### config.mk
export PLATFORM = sky130hd
export DESIGN_NAME = kfet_front
export DESIGN_NICKNAME = d
export VERILOG_FILES = /design/src/kfet_pkg.sv /design/src/kfet_front.sv
export SDC_FILE = /design/constraint.sdc
export NUM_CORES = 1
export LEC_CHECK = 0
export BUFFER_PORTS_ARGS = -buffer_cell sky130_fd_sc_hd__clkbuf_2
export CAP_MARGIN = 20
export CORE_MARGIN = 4
export CORE_UTILIZATION = 56
export CTS_BUF_LIST = sky130_fd_sc_hd__clkbuf_16
export CTS_CLUSTER_DIAMETER = 100
export DETAILED_ROUTE_END_ITERATION = 10
export PLACE_DENSITY = 0.85
export SYNTH_ARGS = -nofsm -noshare
export SYNTH_HDL_FRONTEND = slang
export SYNTH_SLANG_ARGS = --single-unit
### constraint.sdc
create_clock -name clk -period 10.6 [get_ports clk]
set_clock_uncertainty 0.05 [all_clocks]
set_input_delay 1.06 -clock clk [delete_from_list [all_inputs] [get_ports clk]]
set_output_delay 1.06 -clock clk [all_outputs]
set_load 0.03 [all_outputs]
### src/kfet_pkg.sv
`timescale 1ns / 1ps
`default_nettype none
// ----------------------------------------------------------------------------
// kfet_pkg
// shared constants, codes and types for the keyed fifo eviction table
// ----------------------------------------------------------------------------
package kfet_pkg;
    localparam int TABLE_DEPTH = 64;
    localparam int KEY_WIDTH   = 64;
    localparam int DATA_WIDTH  = 64;
    localparam int IDX_W       = $clog2(TABLE_DEPTH);
    localparam int CNT_W       = $clog2(TABLE_DEPTH + 1);
    localparam int QDEPTH      = 2;

    localparam logic [2:0] ACT_ADD    = 3'd0;
    localparam logic [2:0] ACT_UPDATE = 3'd1;
    localparam logic [2:0] ACT_REMOVE = 3'd2;
    localparam logic [2:0] ACT_LOOKUP = 3'd3;
    localparam logic [2:0] ACT_READ   = 3'd4;

    localparam logic [1:0] ST_DONE      = 2'd0;
    localparam logic [1:0] ST_PRESENT   = 2'd1;
    localparam logic [1:0] ST_NOT_FOUND = 2'd2;
    localparam logic [1:0] ST_RANGE     = 2'd3;

    // classified request passed from front to back
    typedef enum logic [2:0] {
        OP_ADD, OP_UPDATE, OP_REMOVE, OP_LOOKUP, OP_READ, OP_NOP
    } op_t;

    typedef struct packed {
        op_t                   op;
        logic [KEY_WIDTH-1:0]  key;
        logic [5:0]            idx;
        logic [DATA_WIDTH-1:0] data;
    } req_t;
endpackage
`default_nettype wire

### src/kfet_front.sv
`timescale 1ns / 1ps
`default_nettype none
// ----------------------------------------------------------------------------
// kfet_front
// accepts requests, classifies the action and queues them for the back end
// ----------------------------------------------------------------------------
module kfet_front import kfet_pkg::*; (
    input  wire logic        clk,
    input  wire logic        rst_n,
    input  wire logic        valid,
    output logic             stall,
    input  wire logic [2:0]  action,
    input  wire logic [63:0] key,
    input  wire logic [5:0]  slot_index,
    input  wire logic [63:0] entry_data,
    output logic             q_valid,
    output req_t             q_req,
    input  wire logic        q_pop
);
    req_t q_reg [QDEPTH];
    logic [$clog2(QDEPTH)-1:0] wp_reg, rp_reg;
    logic [$clog2(QDEPTH):0]   cnt_reg;
    req_t req;
    logic push;

    always_comb
    begin
        unique case (action)
            ACT_ADD:    req.op = OP_ADD;
            ACT_UPDATE: req.op = OP_UPDATE;
            ACT_REMOVE: req.op = OP_REMOVE;
            ACT_LOOKUP: req.op = OP_LOOKUP;
            ACT_READ:   req.op = OP_READ;
            default:    req.op = OP_NOP;
        endcase
        req.key  = key[KEY_WIDTH-1:0];
        req.idx  = slot_index;
        req.data = entry_data[DATA_WIDTH-1:0];
    end

    assign stall   = (cnt_reg == ($clog2(QDEPTH)+1)'(QDEPTH));
    assign push    = valid && !stall;
    assign q_valid = (cnt_reg != '0);
    assign q_req   = q_reg[rp_reg];

    always_ff @(posedge clk)
    begin
        if (push)
        begin
            q_reg[wp_reg] <= req;
        end
    end

    always_ff @(posedge clk or negedge rst_n)
    begin
        if (!rst_n)
        begin
            wp_reg  <= '0;
            rp_reg  <= '0;
            cnt_reg <= '0;
        end
        else
        begin
            if (push)
            begin
                wp_reg <= wp_reg + 1'b1;
            end
            if (q_pop)
            begin
                rp_reg <= rp_reg + 1'b1;
            end
            cnt_reg <= cnt_reg + {{$clog2(QDEPTH){1'b0}}, push}
                               - {{$clog2(QDEPTH){1'b0}}, q_pop};
        end
    end
endmodule
`default_nettype wire

==> results.yml, run 1 <==
finish:
  fillers: 1051
  largest_register_ffs: 274
  utilization_pct: 72.3
  diodes: 0
  nets: 886
  final_layout_size_suffix_gt1_share_pct: 61.3
  instances_no_fill: 990
  areaGrowthSynthToFinish_pct: 25.0
clock_tree:
  worstSkewPairLatency_ps: 520
  cts_resized: 0
  cts_setup_buffers: 0
  clk_pin_slew_ps: 60
  cts_tree: "yes"
  htree_num_levels: 1
  cts_buffers: 28
  root_buffer: "clkbuf_16"
  cts_hold_buf: 0
  clk_path_buf_depth: 3
  clkSinkCount: 278
detailed_routing:
  drc: 0
  wire_per_inst_um: 20.0
  drtAntennaViolNets: 0
  wl_um: 19800
  drt_iter0_drc: 272
  avgViaCountPerCell: 5.26
  dr_total_vias: 5204
  drtPass1Iterations: 4
yosys:
  syn_inst: 446
  yosys_warnings: 0
  synth_cell_types: 17
  synth_area_per_cell_sq_um: 22.7
  synth_area_sq_um: 10100
  synth_seq_cells: 278
  yosysSeqAreaShare_pct: 82.1
  synth_fp_nets: 589
sta:
  fmax_ghz: 0.236
  drv_slew: 0
  whs_ps: 284
  period_share_pct: 40.0
  rsz0062_at_grt: "no"
  fin_crit_ps: 4240
  slew_headroom_pct: 36.9
  finalSetupTns_ps: 0
  tightest_slew_ps: 946
  final-hold-violation-count: 0
  fin_ws_ps: 6360
  finalSetupViolations: 0
grt:
  grt_pass1_wl_um: 29800
  grt_remaining_overflow: 0
  grt_max_degree: 75
  grt_use_total_pct: 18.9
  grt_pass1_vias: 5697
  antenna_found_initial: 2
flow_run:
  maxCapViolCount: 0
power:
  p_per_area_nw_per_um2: 312
  switching_share_pct: 34.9
  irDropWorstVdd_mv: 0.262
  power.internal_uw: 2570
  comb_power_share_pct: 33.4
  seq_power_share_pct: 40.8
  power.switching_uw: 1380
  power_frac_clock_pct: 25.8
  p_leak_uw: 0.00487
setup_path:
  required_ps: 9490
  start_kind: "register"
  end_kind: "primary output"
  crit_arrival_ps: 3130
  worstSetupPathType: "reg2out"
  path_max_fanout: 71
floorplanning:
  io_pins: 280
  row_count: 48
  core-area_sq_um: 17500
  die_w_um: 143
  start_util_pct: 57.8
  die_h_um: 143
  die_area_sq_um: 20300
placement:
  placedCellCount: 938
  hpwlAfterDp_um: 13400
  place.gp.congestion: 0.800
  port_buffers: 279
  pre_cts_ws_ps: 6930
status:
  status: "finished clean"
worst_hold_path:
  hp-class: "in2async"
## cells in the mapped netlist
cell	count	area [sq um]
edfxtp_1	274	8230
mux2_2	137	1540
buf_6	14	158
dfrtp_1	4	100
xnor2_1	3	26.3
ha_1	2	25.0
inv_1	2	7.51
a21o_1	1	7.51
and3_1	1	6.26
buf_2	1	5.00
clkbuf_1	1	3.75
nand2_1	1	3.75
nand2b_1	1	6.26
nor2_1	1	3.75
nor2b_1	1	6.26
or2_2	1	6.26
xor2_1	1	8.76
## cells by family after synthesis
family,after synthesis,share of synthesized area (%)
muxes,137,15.2
DFF,278,82.1
buffers and inverters,18,1.71
xor gates and xnor gates,4,0.345
AOI/OAI and AO/OA,1,0.0740
adders and majority gates,2,0.247
and+or+nand+nor,6,0.321
## worst max-delay path: stages (launching register included)
cell and delay [ps]:
dfrtp_4 1000, buf_4 820, mux2_2 420, clkbuf_2 210
## metal layers
layer | part of all wire, % | up-vias | track usage [%]
met5 | 0.071 | - | 0
met4 | 2.8 | 4 | 6.55
met3 | 8.8 | 39 | 5.14
met2 | 53 | 232 | 34.2
met1 | 35 | 2553 | 21.5
li1 | - | 2376 | -
## per-stage QoR
stage | area (sq um) | power [uW]
2_1_floorplan | 10100 | 2660
3_3_place_gp | 11700 | 2930
3_5_place_dp | 11700 | 2970
4_1_cts | 12700 | 3990
5_1_grt | 12700 | 4120
6_report | 12700 | 3950
## cell type report
class	count	area [sq um]	share of cell area [%]
Timing Repair Buffer	283	1430	11.2
Multi-Input combinational cell	150	1660	13.1
Clock buffer	28	701	5.52
Tap cell	225	282	2.22
Sequential cell	278	8330	65.7
Clock inverter	24	280	2.21
Inverter	2	7.51	0.0592
## placed cells by master (no fill, tap or decap), types with 3 or more instances in the layout
cell type and n:
buf_4 4, bufinv_16 6, clkbuf_16 28, clkbuf_2 279, clkinv_1 4, clkinv_2 8, dfrtp_1 3, edfxtp_1 274
inv_1 5, mux2_2 137, xnor2_1 3
## power groups by stage
stage          Clock (uW)  Combinational (uW)  Sequential [uW]
5_1_grt              1090                1390             1640
4_1_cts              1040                1340             1620
6_report             1020                1320             1610
3_5_place_dp            0                1330             1640
2_1_floorplan           0                1050             1610
3_3_place_gp            0                1310             1620
## worst paths after layout
kind                            start            end  slack, ps  cells after the start
max                            rp_reg     q_req[134]       6360                      3
min                             rst_n     cnt_reg[1]        280                      1
max reg2reg                cnt_reg[1]  q_reg[1][108]       7810                      3
min reg2reg                cnt_reg[0]     cnt_reg[0]        510                      1
max in group asynchronous       rst_n         rp_reg      10060                      1
min in group clk           cnt_reg[0]     cnt_reg[0]        510                      1
No activity file was read; power rests on OpenSTA's default activity.
==> run 2, diff against run 1 <==
--- a/config.mk
+++ b/config.mk
@@ -5,14 +5,15 @@
 export SDC_FILE = /design/constraint.sdc
 export NUM_CORES = 1
 export LEC_CHECK = 0
+export ABC_AREA = 1
 export BUFFER_PORTS_ARGS = -buffer_cell sky130_fd_sc_hd__clkbuf_2
 export CAP_MARGIN = 20
 export CORE_MARGIN = 4
-export CORE_UTILIZATION = 56
+export CORE_UTILIZATION = 52
 export CTS_BUF_LIST = sky130_fd_sc_hd__clkbuf_16
 export CTS_CLUSTER_DIAMETER = 100
 export DETAILED_ROUTE_END_ITERATION = 10
-export PLACE_DENSITY = 0.85
+export PLACE_DENSITY = 0.79
 export SYNTH_ARGS = -nofsm -noshare
 export SYNTH_HDL_FRONTEND = slang
 export SYNTH_SLANG_ARGS = --single-unit
==> constraint.sdc (replaced) <==
create_clock -name clk -period 4.3 [get_ports clk]
set_clock_uncertainty 0.05 [all_clocks]
set_input_delay 0.43 -clock clk [delete_from_list [all_inputs] [get_ports clk]]
set_output_delay 0.43 -clock clk [all_outputs]
set_load 0.03 [all_outputs]
==> results.yml, run 2 <==
placement:
  port_buffers: 279
  pre_cts_ws_ps: 2150
  placedCellCount: 1266
  place.gp.congestion: 0.767
  hpwlAfterDp_um: 13600
yosys:
  yosysMostFrequentCell: "edfxtp_1"
  dominantRegCellSynth: "edfxtp_1"
  synth_fp_nets: 890
  synth_top_area_share_pct: 79.7
  async_reset_ff_share_pct: 1.44
  yosysSeqAreaShare_pct: 80.6
  yosys-top-cells-area: "edfxtp_1, o21ai_0, nand2_1"
  syn_inst: 747
  synth_area_sq_um: 10300
  synth_area_per_cell_sq_um: 13.8
  synth_cell_types: 13
  synthTopCellsByCount: "edfxtp_1, nand2_1, inv_1, o21ai_0, buf_2"
  synth_top_cell_by_area: "edfxtp_1"
  yosys_warnings: 0
  synth_edf_count: 274
  synth_seq_cells: 278
finish:
  largest_register_ffs: 274
  layout_commonest_cell: "clkbuf_2"
  nets: 1175
  fillers: 1428
  instances_no_fill: 1318
  final_layout_size_suffix_gt1_share_pct: 31.1
  areaGrowthSynthToFinish_pct: 25.3
  diodes: 0
  final_cell_mix: "clkbuf_2, edfxtp_1, inv_1, nand2_1, o21ai_0"
sta:
  finalSetupTns_ps: 0
  slew_headroom_pct: 47.5
  period_share_pct: 62.8
  final-hold-violation-count: 0
  fin_crit_ps: 2700
  tightest_slew_ps: 788
  finalSetupViolations: 0
  whs_ps: 38.2
  drv_slew: 0
  fmax_ghz: 0.370
  rsz0062_at_grt: "no"
  fin_ws_ps: 1600
clock_tree:
  cts_buffers: 28
  clk_pin_slew_ps: 60
  clkSinkCount: 278
  worstSkewPairLatency_ps: 530
  root_buffer: "clkbuf_16"
  cts_tree: "yes"
  cts_hold_buf: 1
  cts_setup_buffers: 0
  clk_path_buf_depth: 3
  cts_resized: 0
  htree_num_levels: 1
grt:
  use_met1_pct: 20.6
  grt_remaining_overflow: 0
  grt_max_degree: 127
  grt_use_total_pct: 17.8
  grt_pass1_vias: 6367
  grt_busiest_layer: "met2"
  met2_usage_pct: 31.7
  antenna_found_initial: 2
  gr-usage-met3_pct: 5.65
  grt_pass1_wl_um: 31200
power:
  p_per_area_nw_per_um2: 762
  irDropWorstVdd_mv: 0.599
  power_uw: 9860
  p_leak_uw: 0.00561
floorplanning:
  core-area_sq_um: 19500
  io_pins: 280
  die_w_um: 149
  row_count: 51
  start_util_pct: 52.9
  die_area_sq_um: 22200
  die_h_um: 149
detailed_routing:
  drtAntennaViolNets: 0
  drc: 0
  wl_um: 20500
  drtPass1Iterations: 4
  drt_iter0_drc: 342
  wire_per_inst_um: 15.5
  dr_total_vias: 6317
  avgViaCountPerCell: 4.79
setup_path:
  crit_arrival_ps: 2220
  slowest_delay_ps: 620
  required_ps: 3820
  end_kind: "primary output"
  path_max_fanout: 96
  start_kind: "register"
  reg2reg_slack_ps: 2180
  crit_slowest_cell: "buf_4"
  cpLargestDelayFamily: "buffers and inverters"
  worstSetupPathType: "reg2out"
  worstPathBufferInverterCount: 2
  crit_chain: "buf_4, o21ai_0, clkbuf_2"
flow_run:
  maxCapViolCount: 0
status:
  status: "finished clean"
worst_hold_path:
  hp-class: "in2reg"
==> run 2: changes by cell type after synthesis, moves of 2 or more <==
| cell | before | now |
|---|---|---|
| mux2_2 | 137 | 0 |
| nand3_1 | 0 | 2 |
| o21ai_0 | 0 | 137 |
| buf_4 | 0 | 2 |
| clkbuf_1 | 1 | 3 |
| nand2_1 | 1 | 147 |
| inv_1 | 2 | 146 |
| buf_6 | 14 | 0 |
| xnor2_1 | 3 | 0 |
| buf_2 | 1 | 26 |
==> run 2: area by class of cell <==
cell class | instances | area [sq um] | share of cell area, %
clock buffers | 29 | 726 | 5.61
clock inverters | 22 | 205 | 1.59
inverters | 146 | 553 | 4.27
multi-input cells | 292 | 1300 | 10.1
flip-flops and latches | 278 | 8330 | 64.4
well taps | 265 | 332 | 2.56
repair buffers | 286 | 1490 | 11.5
==> run 2: logic make-up after synthesis <==
kind of cell / synth area share [%]
DFF: 80.6
buffers and inverters: 6.82
and+or+nand+nor: 5.51
AOI/OAI and AO/OA: 6.71
adders and majority gates: 0.242
xor gates and xnor gates: 0.0848
==> run 2: final timing paths <==
check,from,end,cells after the start
setup / recovery,rp_reg,q_req[77],3
hold / removal,entry_data[12],q_reg[0][12],1
setup reg to reg,wp_reg,q_reg[0][109],4
hold reg to reg,wp_reg,wp_reg,2
max in group asynchronous,rst_n,rp_reg,2
min in group asynchronous,rst_n,wp_reg,2
==> run 2: layer usage <==
| layer | part of all wire [%] | wire, um |
|---|---|---|
| met5 | 0.13 | 27 |
| met4 | 2.6 | 534 |
| met3 | 9.2 | 1880 |
| met2 | 51 | 10500 |
| met1 | 37 | 7560 |
==> run 2: report_power, final <==
| part | leakage (uW) | internal (uW) | switching [uW] |
|---|---|---|---|
| clock | 0.000483 | 1460 | 957 |
| sequential | 0.00260 | 3700 | 138 |
| combinational | 0.00254 | 813 | 2800 |
==> run 2: metrics by stage <==
step           cell area [sq um]  util [%]
4_1_cts                    12900      66.3
6_report                   12900      66.3
3_3_place_gp               12000      61.5
5_1_grt                    12900      66.3
3_5_place_dp               12000      61.5
2_1_floorplan              10300         -
==> run 3, diff against run 2 <==
==> constraint.sdc (replaced) <==
create_clock -name clk -period 2.7 [get_ports clk]
set_clock_uncertainty 0.05 [all_clocks]
set_input_delay 0.27 -clock clk [delete_from_list [all_inputs] [get_ports clk]]
set_output_delay 0.27 -clock clk [all_outputs]
set_load 0.03 [all_outputs]
==> results.yml, run 3 (synthesized netlist as in run 2, its figures left out) <==
grt:
  gr-usage-met3_pct: 5.07
  use_met1_pct: 23.3
  antenna_found_initial: 2
  grt_pass1_wl_um: 37000
  grt_remaining_overflow: 0
  grt_busiest_layer: "met2"
  grt_pass1_vias: 7352
  grt_use_total_pct: 21.4
  met2_usage_pct: 40.6
  grt_max_degree: 75
power:
  p_leak_uw: 0.00622
  p_per_area_nw_per_um2: 1100
  irDropWorstVdd_mv: 0.812
setup_path:
  end_kind: "primary output"
  path_max_fanout: 51
  start_kind: "register"
  crit_arrival_ps: 2210
  worstSetupPathType: "reg2out"
  required_ps: 2380
worst_hold_path:
  hp-class: "in2reg"
finish:
  utilization_pct: 73.5
  regArea_sq_um: 8330
  postLayoutCellArea_sq_um: 14400
  layout_commonest_cell: "clkbuf_2"
  final_cell_mix: "clkbuf_2, edfxtp_1, inv_1, nand2_1, dlygate4sd3_1"
  final_layout_size_suffix_gt1_share_pct: 28.0
  largest_register_ffs: 274
  instances_no_fill: 1467
  fillers: 1172
  nets: 1321
  areaGrowthSynthToFinish_pct: 39.0
  multiInputGateArea_sq_um: 1310
placement:
  pre_cts_ws_ps: 769
  place.gp.congestion: 0.762
  hpwlAfterDp_um: 13800
  port_buffers: 279
  place_area_sq_um: 12100
  placedCellCount: 1274
clock_tree:
  cts_buffers: 28
  htree_num_levels: 1
  root_buffer: "clkbuf_16"
  clk_pin_slew_ps: 60
  cts_tree: "yes"
  cts_resized: 0
  worstSkewPairLatency_ps: 520
  clkSinkCount: 278
  clk_path_buf_depth: 3
detailed_routing:
  dr_total_vias: 7073
  wire_per_inst_um: 16.7
  drtPass1Iterations: 5
  drt_iter0_drc: 268
  drtAntennaViolNets: 0
  avgViaCountPerCell: 4.82
  drc: 0
  wl_um: 24500
floorplanning:
  row_count: 51
  start_util_pct: 52.9
  io_pins: 280
  die_w_um: 149
  die_area_sq_um: 22200
  core-area_sq_um: 19500
  die_h_um: 149
sta:
  slew_headroom_pct: 61.3
  fin_ws_ps: 168
  finalSetupViolations: 0
  rsz0062_at_grt: "no"
  fin_crit_ps: 2530
  tightest_slew_ps: 581
  whs_ps: 27.3
  period_share_pct: 93.8
  drv_slew: 0
  final-hold-violation-count: 0
  fmax_ghz: 0.395
flow_run:
  maxCapViolCount: 0
status:
  status: "finished clean"
[run 3: cell count changes in the layout (fill, tap and decap cells not counted), sizes merged]
| cell | delta |
|---|---|
| dlygate4sd3 | +138 |
| buf | +8 |
| bufinv | -4 |
| clkinv | +3 |
| diode | +2 |
| inv | +2 |
[run 3: power breakdown]
| part | switching (uW) | total, uW | internal [uW] |
|---|---|---|---|
| logic | 4590 | 6170 | 1580 |
| clock network | 1520 | 3460 | 1930 |
| registers | 315 | 6200 | 5880 |
[run 3: path summary, 6_finish.rpt]
check / start / end / slack [ps] / depth (start not counted)
min in group asynchronous: rst_n / rp_reg / 70 / 2
max in group asynchronous: rst_n / rp_reg / 2370 / 2
setup reg to reg: wp_reg / q_reg[0][65] / 1040 / 4
hold reg to reg: wp_reg / wp_reg / 420 / 2
setup / recovery: rp_reg / q_req[96] / 170 / 5
hold / removal: action[1] / q_reg[1][134] / 30 / 2
[run 3: final cells by class]
type                    count  share of cell area [%]
repair buffers            432                    20.8
multi-input cells         292                    9.15
flip-flops and latches    278                    58.0
clock inverters            23                   0.715
clock buffers              29                    5.06
well taps                 265                    2.31
diodes                      2                  0.0349
inverters                 146                    3.84
[run 3: per-stage QoR]
stage               setup TNS, ps  power (uW)
floorplan                  -95780       10300
global placement                0       12100
detailed placement              0       12200
CTS                             0       15800
global route                    0       16600
finish                          0       15800
[run 3: what timing repair did]
action,CTS,global route
buffers inserted,0,0
hold endpoints to repair,278,0
hold buffers,139,0
[run 3: worst max-delay path: stages, from the launching register on]
cell and delay (ps):
dfrtp_4 670, buf_12 300, buf_12 210, nand2_1 80
o21ai_0 120, clkbuf_2 280
[run 3: routing by layer]
layer	wire, um	share of wire, %	vias to the layer above
met2	13300	54	304
met3	1850	7.5	53
li1	-	-	3390
met5	0	0	-
met1	8620	35	3326
met4	731	3.0	0
